**src/rtl/spd_pkg.sv**
```systemverilog
`timescale 1ns / 1ps
`default_nettype none

package spd_pkg;

   localparam logic [7:0] HDR_BYTE_FF = 8'hFF;
   localparam logic [7:0] HDR_BYTE_FD = 8'hFD;
   localparam logic [7:0] HDR_BYTE_00 = 8'h00;

   // header, id and length bytes
   localparam logic [16:0] FRAME_OVERHEAD = 17'd7;
   // instruction byte plus the two crc bytes
   localparam logic [15:0] MIN_BODY_LENGTH = 16'd3;

   localparam logic [15:0] CRC_POLY = 16'h8005;
   localparam logic [15:0] MAX_PACKET_RESET = 16'd255;

   localparam logic [1:0] KIND_PARAM   = 2'd0;
   localparam logic [1:0] KIND_GOOD    = 2'd1;
   localparam logic [1:0] KIND_CRC_ERR = 2'd2;
   localparam logic [1:0] KIND_LEN_ERR = 2'd3;

   typedef enum logic [10:0] {
      PH_HUNT0 = 11'b000_0000_0001,
      PH_HUNT1 = 11'b000_0000_0010,
      PH_HUNT2 = 11'b000_0000_0100,
      PH_HUNT3 = 11'b000_0000_1000,
      PH_ID    = 11'b000_0001_0000,
      PH_LENLO = 11'b000_0010_0000,
      PH_LENHI = 11'b000_0100_0000,
      PH_INSTR = 11'b000_1000_0000,
      PH_PARAM = 11'b001_0000_0000,
      PH_CRCLO = 11'b010_0000_0000,
      PH_CRCHI = 11'b100_0000_0000
   } phase_type;

   typedef struct packed {
      logic [1:0]  result_kind;
      logic [7:0]  param_byte;
      logic [15:0] param_index;
      logic [7:0]  packet_id;
      logic [7:0]  instruction_code;
      logic [15:0] param_count;
   } result_type;

   // one byte through the msb-first crc-16, poly 0x8005
   function automatic logic [15:0] crc_add(input logic [15:0] crc, input logic [7:0] data);
      logic [15:0] c;
      c = crc ^ {data, 8'h00};
      for (int k = 0; k < 8; k++) begin
         if (c[15]) begin
            c = {c[14:0], 1'b0} ^ CRC_POLY;
         end else begin
            c = {c[14:0], 1'b0};
         end
      end
      return c;
   endfunction

   localparam logic [15:0] HDR_CRC =
      crc_add(crc_add(crc_add(crc_add(16'h0000, HDR_BYTE_FF), HDR_BYTE_FF),
                      HDR_BYTE_FD), HDR_BYTE_00);

endpackage

`default_nettype wire

```
**src/rtl/servo_packet_deframer_crc16_unit.sv**
```systemverilog
// Packet deframer with CRC-16 (poly 0x8005, init 0) check.
// Input channel: one received byte per transaction on req_rx_byte, taken
// when req_valid is high and req_stall is low.
// Result channel: at most one transaction per input byte, rsp_result_kind
// 0 parameter byte, 1 packet good, 2 crc mismatch, 3 bad length, with the
// packet id, instruction, parameter index and parameter count alongside.
// csr_write_enable / csr_write_data load max_packet_bytes (whole packet,
// header through CRC); write only while the block is idle.
// An accepted byte waits in the input register, passes the combinational
// deframe/CRC step and loads the result register, which drives rsp_valid.
// Throughput: one byte per cycle while the receiver does not stall, set by
// the input register, the deframe/CRC step and the result register.
// Reset clears both stages, returns the hunt to the first header byte and
// sets max_packet_bytes to 255.
// When the receiver stalls, the result register holds; the next byte waits
// in the input register and req_stall rises only once that one is occupied.
`timescale 1ns / 1ps
`default_nettype none

module servo_packet_deframer_crc16_unit (
   input  wire logic        clock,
   input  wire logic        reset,
   input  wire logic        csr_write_enable,
   input  wire logic [15:0] csr_write_data,
   input  wire logic        req_valid,
   output logic             req_stall,
   input  wire logic [7:0]  req_rx_byte,
   output logic             rsp_valid,
   input  wire logic        rsp_stall,
   output logic [1:0]       rsp_result_kind,
   output logic [7:0]       rsp_param_byte,
   output logic [15:0]      rsp_param_index,
   output logic [7:0]       rsp_packet_id,
   output logic [7:0]       rsp_instruction_code,
   output logic [15:0]      rsp_param_count
);
   import spd_pkg::*;

   logic       item_valid;
   logic [7:0] item_byte;
   logic       out_ready;
   logic       fire;
   logic       result_valid;
   logic       out_valid;
   result_type result;
   result_type rsp_result;

   assign fire = item_valid && out_ready;
   // the core decodes whatever byte is held; only a present byte yields a result
   assign out_valid = result_valid && item_valid;

   spd_in_stage u_in_stage (
      .clock       (clock),
      .reset       (reset),
      .req_valid   (req_valid),
      .req_stall   (req_stall),
      .req_rx_byte (req_rx_byte),
      .consume     (fire),
      .item_valid  (item_valid),
      .item_byte   (item_byte)
   );

   spd_deframe_core u_core (
      .clock            (clock),
      .reset            (reset),
      .csr_write_enable (csr_write_enable),
      .csr_write_data   (csr_write_data),
      .fire             (fire),
      .item_byte        (item_byte),
      .result_valid     (result_valid),
      .result           (result)
   );

   spd_out_stage u_out_stage (
      .clock        (clock),
      .reset        (reset),
      .result_valid (out_valid),
      .result       (result),
      .out_ready    (out_ready),
      .rsp_valid    (rsp_valid),
      .rsp_stall    (rsp_stall),
      .rsp_result   (rsp_result)
   );

   assign rsp_result_kind      = rsp_result.result_kind;
   assign rsp_param_byte       = rsp_result.param_byte;
   assign rsp_param_index      = rsp_result.param_index;
   assign rsp_packet_id        = rsp_result.packet_id;
   assign rsp_instruction_code = rsp_result.instruction_code;
   assign rsp_param_count      = rsp_result.param_count;

endmodule

`default_nettype wire

```
**src/rtl/spd_in_stage.sv**
```systemverilog
`timescale 1ns / 1ps
`default_nettype none

module spd_in_stage (
   input  wire logic       clock,
   input  wire logic       reset,
   input  wire logic       req_valid,
   output logic            req_stall,
   input  wire logic [7:0] req_rx_byte,
   input  wire logic       consume,
   output logic            item_valid,
   output logic [7:0]      item_byte
);
   import spd_pkg::*;

   logic       valid_ff;
   logic       valid_in;
   logic [7:0] byte_ff;

   // the held byte leaves in the same cycle a new one arrives
   assign req_stall = valid_ff && !consume;
   assign valid_in  = req_stall ? valid_ff : req_valid;

   always_ff @(posedge clock) begin
      if (reset) begin
         valid_ff <= 1'b0;
      end else begin
         valid_ff <= valid_in;
      end
   end

   always_ff @(posedge clock) begin
      if (req_valid && !req_stall) begin
         byte_ff <= req_rx_byte;
      end
   end

   assign item_valid = valid_ff;
   assign item_byte  = byte_ff;

endmodule

`default_nettype wire

```
**src/rtl/spd_deframe_core.sv**
```systemverilog
`timescale 1ns / 1ps
`default_nettype none

module spd_deframe_core (
   input  wire logic               clock,
   input  wire logic               reset,
   input  wire logic               csr_write_enable,
   input  wire logic [15:0]        csr_write_data,
   input  wire logic               fire,
   input  wire logic [7:0]         item_byte,
   output logic                    result_valid,
   output spd_pkg::result_type     result
);
   import spd_pkg::*;

   phase_type   phase_ff, phase_in;
   logic [7:0]  id_ff, id_in;
   logic [15:0] length_ff, length_in;
   logic [15:0] count_ff, count_in;
   logic [7:0]  instr_ff, instr_in;
   logic [15:0] crc_ff, crc_in;
   logic [7:0]  crc_low_ff, crc_low_in;
   logic [15:0] max_bytes_ff;

   logic [15:0] crc_next;
   logic [15:0] pcount;
   logic [15:0] new_length;
   logic [16:0] packet_bytes;

   assign crc_next     = crc_add(crc_ff, item_byte);
   assign pcount       = length_ff - MIN_BODY_LENGTH;
   assign new_length   = {item_byte, length_ff[7:0]};
   assign packet_bytes = {1'b0, new_length} + FRAME_OVERHEAD;

   always_comb begin
      phase_in     = phase_ff;
      id_in        = id_ff;
      length_in    = length_ff;
      count_in     = count_ff;
      instr_in     = instr_ff;
      crc_in       = crc_ff;
      crc_low_in   = crc_low_ff;
      result_valid = 1'b0;
      result       = '0;
      result.packet_id = id_ff;

      unique case (phase_ff)
         PH_HUNT1: begin
            phase_in = (item_byte == HDR_BYTE_FF) ? PH_HUNT2 : PH_HUNT0;
         end
         PH_HUNT2: begin
            if (item_byte == HDR_BYTE_FD) begin
               phase_in = PH_HUNT3;
            end else if (item_byte != HDR_BYTE_FF) begin
               phase_in = PH_HUNT0;
            end
         end
         PH_HUNT3: begin
            if (item_byte == HDR_BYTE_00) begin
               crc_in   = HDR_CRC;
               phase_in = PH_ID;
            end else begin
               phase_in = PH_HUNT0;
            end
         end
         PH_ID: begin
            id_in    = item_byte;
            crc_in   = crc_next;
            phase_in = PH_LENLO;
         end
         PH_LENLO: begin
            length_in = {8'h00, item_byte};
            crc_in    = crc_next;
            phase_in  = PH_LENHI;
         end
         PH_LENHI: begin
            length_in = new_length;
            crc_in    = crc_next;
            if (new_length < MIN_BODY_LENGTH ||
                packet_bytes > {1'b0, max_bytes_ff}) begin
               phase_in           = PH_HUNT0;
               result_valid       = 1'b1;
               result.result_kind = KIND_LEN_ERR;
            end else begin
               phase_in = PH_INSTR;
            end
         end
         PH_INSTR: begin
            instr_in = item_byte;
            crc_in   = crc_next;
            count_in = '0;
            phase_in = (length_ff == MIN_BODY_LENGTH) ? PH_CRCLO : PH_PARAM;
         end
         PH_PARAM: begin
            crc_in                  = crc_next;
            result_valid            = 1'b1;
            result.result_kind      = KIND_PARAM;
            result.param_byte       = item_byte;
            result.param_index      = count_ff;
            result.instruction_code = instr_ff;
            result.param_count      = pcount;
            count_in                = count_ff + 16'd1;
            if (count_in >= pcount) begin
               phase_in = PH_CRCLO;
            end
         end
         PH_CRCLO: begin
            crc_low_in = item_byte;
            phase_in   = PH_CRCHI;
         end
         PH_CRCHI: begin
            phase_in                = PH_HUNT0;
            result_valid            = 1'b1;
            result.result_kind      = ({item_byte, crc_low_ff} == crc_ff) ? KIND_GOOD
                                                                          : KIND_CRC_ERR;
            result.instruction_code = instr_ff;
            result.param_count      = pcount;
         end
         default: begin
            phase_in = (item_byte == HDR_BYTE_FF) ? PH_HUNT1 : PH_HUNT0;
         end
      endcase
   end

   always_ff @(posedge clock) begin
      if (reset) begin
         phase_ff   <= PH_HUNT0;
         id_ff      <= '0;
         length_ff  <= '0;
         count_ff   <= '0;
         instr_ff   <= '0;
         crc_ff     <= '0;
         crc_low_ff <= '0;
      end else if (fire) begin
         phase_ff   <= phase_in;
         id_ff      <= id_in;
         length_ff  <= length_in;
         count_ff   <= count_in;
         instr_ff   <= instr_in;
         crc_ff     <= crc_in;
         crc_low_ff <= crc_low_in;
      end
   end

   always_ff @(posedge clock) begin
      if (reset) begin
         max_bytes_ff <= MAX_PACKET_RESET;
      end else if (csr_write_enable) begin
         max_bytes_ff <= csr_write_data;
      end
   end

endmodule

`default_nettype wire

```
**src/rtl/spd_out_stage.sv**
```systemverilog
`timescale 1ns / 1ps
`default_nettype none

module spd_out_stage (
   input  wire logic                clock,
   input  wire logic                reset,
   input  wire logic                result_valid,
   input  wire spd_pkg::result_type result,
   output logic                     out_ready,
   output logic                     rsp_valid,
   input  wire logic                rsp_stall,
   output spd_pkg::result_type      rsp_result
);
   import spd_pkg::*;

   logic       valid_ff;
   logic       valid_in;
   result_type result_ff;

   // a held transaction frees the register in the cycle it is taken
   assign out_ready = !valid_ff || !rsp_stall;
   assign valid_in  = out_ready ? result_valid : valid_ff;

   always_ff @(posedge clock) begin
      if (reset) begin
         valid_ff <= 1'b0;
      end else begin
         valid_ff <= valid_in;
      end
   end

   always_ff @(posedge clock) begin
      if (out_ready && result_valid) begin
         result_ff <= result;
      end
   end

   assign rsp_valid  = valid_ff;
   assign rsp_result = result_ff;

endmodule

`default_nettype wire

```
**config.mk**
```make
export PLATFORM = sky130hd
export DESIGN_NAME = servo_packet_deframer_crc16_unit
export DESIGN_NICKNAME = d
export VERILOG_FILES = /design/src/rtl/spd_pkg.sv /design/src/rtl/servo_packet_deframer_crc16_unit.sv /design/src/rtl/spd_in_stage.sv /design/src/rtl/spd_deframe_core.sv /design/src/rtl/spd_out_stage.sv
export SDC_FILE = /design/constraint.sdc
export NUM_CORES = 1
export LEC_CHECK = 0
export BUFFER_PORTS_ARGS = -buffer_cell sky130_fd_sc_hd__buf_2
export CORE_MARGIN = 2
export CORE_UTILIZATION = 40
export CTS_CLUSTER_SIZE = 20
export DETAILED_ROUTE_END_ITERATION = 16
export HOLD_SLACK_MARGIN = 0.15
export SETUP_SLACK_MARGIN = 0.3
export SLEW_MARGIN = 25
export SYNTH_ARGS = -nofsm -noshare
export SYNTH_HDL_FRONTEND = slang
export SYNTH_HIERARCHICAL = 1
export SYNTH_SLANG_ARGS = --single-unit
```
**constraint.sdc**
```tcl
create_clock -name clock -period 6.5 [get_ports clock]
set_input_delay 0.325 -clock clock [delete_from_list [all_inputs] [get_ports clock]]
set_output_delay 0.325 -clock clock [all_outputs]
set_load 0.01 [all_outputs]
```
==> impl_metrics.json <==
{
  "synth_area_mm2": 0.00835,
  "synth_area_leader_cell": "dfxtp_1",
  "synthXorXnorAreaFrac": 0.0811,
  "crit_top_cell": "ha_1",
  "die_x_um": 148,
  "port_buffers": 88,
  "p_leak_nw": 3.70,
  "coreArea_mm2": 0.0204,
  "grt_max_degree": 74,
  "finalCritPeriodShare": 0.725,
  "critPathBufInv": 2,
  "synth_seq_cells": 167,
  "fillers": 1946,
  "placed_cells": 1161,
  "critPathSlowestCell": "or4_1",
  "vias_per_cell": 5.21,
  "dp_hpwl_mm": 13.3,
  "relSlewSlack": 0.401,
  "drt-pass1-iter-count": 6,
  "cts_buffers": 17,
  "startpoint_type": "register",
  "path_clk_slew_ns": 0.06,
  "vdd.ir_drop.worst_v": 0.000173,
  "reg2regPathDepth": 16,
  "grt_pass1_wl_mm": 31.8,
  "synth_compound_area_frac": 0.100,
  "crit_family": "simple AND/OR/NAND/NOR gates",
  "setup_viol": 0,
  "arrival_ns": 4.79,
  "async_reset_ff_frac": 0,
  "synth_area_leaders": "dfxtp_1 24%, edfxtp_1 24%, ha_1 5.4%",
  "max_slew.worst_pin.slew_ns": 0.895,
  "min_period_ns": 4.71,
  "initial_core_util": 0.410,
  "num_vias": 6331,
  "post-cts-setup-buffers": 0,
  "yosys.area_share.simple": 0.199,
  "first_iter_violations": 457,
  "ys.warnings.count": 6,
  "ioPinCount": 89,
  "grt_util_all_layers": 0.183,
  "cts_htree_levels": 4,
  "finalHoldViolations": 0,
  "max_freq_mhz": 212,
  "hold_depth": 3,
  "yosysTopAreaCellShare": 0.242,
  "ant_nets": 0,
  "critical_path_cell_count": 16,
  "grt_overflow": 0,
  "cpPeakStageDelay_ns": 0.57,
  "postSynthNetCount": 917,
  "placementRows": 52,
  "synth_fa_ha_area_frac": 0.0539,
  "cts_tree": "yes",
  "die_area_mm2": 0.0220,
  "drv_slew": 0,
  "antenna_found_initial": 0,
  "ys_seq_area_frac": 0.480,
  "synth_area_per_cell_um2": 9.80,
  "synth_ff_type": "dfxtp_1",
  "cp-end-kind": "register",
  "ys_types": 61,
  "rsz0062_at_grt": "false",
  "layout.nets": 998,
  "synth_edf_count": 66,
  "worstPathMaxFanout": 58,
  "clk_latency_ns": 0.42,
  "status": "finished clean",
  "worstPathRequired_ns": 6.57,
  "drc": 0,
  "clk_path_buf_depth": 2,
  "die_h_um": 148,
  "tns_ns": 0,
  "area_growth_pct": 16.2,
  "cap_violations": 0,
  "drive_gt1_frac": 0.152,
  "synthTopCellsByCount": "106 x nor2_1, 101 x dfxtp_1, 66 x edfxtp_1",
  "netlist_instances": 852,
  "cts.sinks": 167,
  "grt_pass1_vias": 6068,
  "hold_path_class": "input pin to register",
  "wl_mm": 19.5,
  "globalplace.congestion": 0.824,
  "p_per_area_mw_per_mm2": 220,
  "fin_cells": 1216,
  "wire_per_inst_um": 16.0,
  "synth_top_family_by_area": "simple AND/OR/NAND/NOR gates",
  "cts_root_buffer": "clkbuf_16",
  "yosysMostFrequentCell": "nor2_1",
  "path_cells": "inv_1, ha_1, nand2b_1, or3b_2, nor2_1, xor2_1, ha_1, nand4_1, or4_1, mux2_2, and3_1, o21ai_0, nand2_1, and2_1, and2_2, buf_4",
  "n_antenna_cell": 0,
  "finalClockSkew_ns": 0.0115,
  "criticalPathCategory": "register to register",
  "muxShareOfSynthArea": 0.0450
}
==> layer usage <==
metal | wire length (µm) | track usage | part of all wire | vias up
met5 | 0 | 0 | 0 | -
met4 | 376 | 0.0671 | 0.019 | 0
met3 | 901 | 0.0313 | 0.046 | 22
met2 | 9000 | 0.288 | 0.46 | 181
met1 | 9220 | 0.254 | 0.47 | 2976
li1 | - | - | - | 3152
==> layout by cell type (no fill, tap or decap), types with 17 or more instances in the layout <==
cell type and instances:
edfxtp_1 66, nand4_1 20, dfxtp_1 101, o21ai_0 24
ha_1 36, clkbuf_16 17, and2_1 29, nand2_1 58
a21oi_1 41, inv_1 34, xnor2_1 49, buf_2 88
mux2i_1 33, nand3_1 20, xor2_1 23, dlygate4sd3_1 23
nor2_1 106
==> final timing paths <==
check	start	endpoint	slack, ns
worst max-delay path	u_core/length_ff[0]$_SDFFE_PP0P_	u_out_stage/rsp_result[17]$_DFFE_PP_	1.79
worst min-delay path	csr_write_data[12]	u_core/max_bytes_ff[12]$_SDFFE_PP0P_	0.18
worst max register to register	u_core/length_ff[0]$_SDFFE_PP0P_	u_out_stage/rsp_result[17]$_DFFE_PP_	1.79
worst min register to register	u_core/id_ff[4]$_SDFFE_PP0P_	u_out_stage/rsp_result[28]$_DFFE_PP_	0.43
==> what timing repair did <==
item                      CTS  global route
resized for setup           0             0
hold endpoints to repair   23             0
hold buffers               23             0
==> state kept, by name, summed over array words and instances (netlist names), 8 cells and up <==
name                    cells
u_core/length_ff           16
u_core/instr_ff             8
u_in_stage/item_byte        8
u_core/id_ff                8
u_core/crc_ff              16
u_core/crc_low_ff           8
u_core/max_bytes_ff        16
u_out_stage/rsp_result     58
u_core/phase_ff            11
u_core/count_ff            16
==> worst register-to-register path, stage by stage, from the launching register on <==
cell      delay [ns]
dfxtp_1         0.46
inv_1           0.11
ha_1            0.23
nand2b_1        0.12
or3b_2          0.55
nor2_1          0.17
xor2_1          0.09
ha_1            0.34
nand4_1         0.15
or4_1           0.57
mux2_2          0.29
and3_1          0.17
o21ai_0         0.33
nand2_1         0.08
and2_1          0.17
and2_2          0.16
buf_4           0.31
==> through the flow <==
stage                     power [mW]  utilization  hold slack [ns]  instance area [µm²]  setup slack, ns
after floorplan                 1.20            -            0.397                 8350             1.85
after global placement          1.23        0.439            0.420                 8940             1.99
after detailed placement        1.23        0.439            0.421                 8950             1.84
after CTS                       2.15        0.476            0.157                 9700             1.82
after global routing            2.21        0.476            0.176                 9700             1.52
final                           2.14        0.476            0.179                 9700             1.79
==> cells by family after synthesis <==
logic type / count (synthesis)
buffers and inverters: 87
adder cells (fa/ha/maj): 36
multiplexers: 37
XOR/XNOR: 74
AND/OR/NAND/NOR: 326
AO/OA/AOI/OAI: 125
flip-flops: 167
==> cell type report <==
class                      instances  area (µm²)  area share
multi-input combinational        598        4010       0.413
sequential                       167        4000       0.413
timing repair buffer             115         701      0.0722
clock buffer                      21         440      0.0454
tap                              270         338      0.0348
inverter                          34         128      0.0132
clock inverter                    11        85.1     0.00877
==> power by group <==
group	switching (mW)	internal (mW)
Sequential	0.0200	1.09
Clock	0.397	0.520
Combinational	0.0558	0.0508
Total	0.473	1.66
Note: power is estimated with default switching activity, not from simulation.
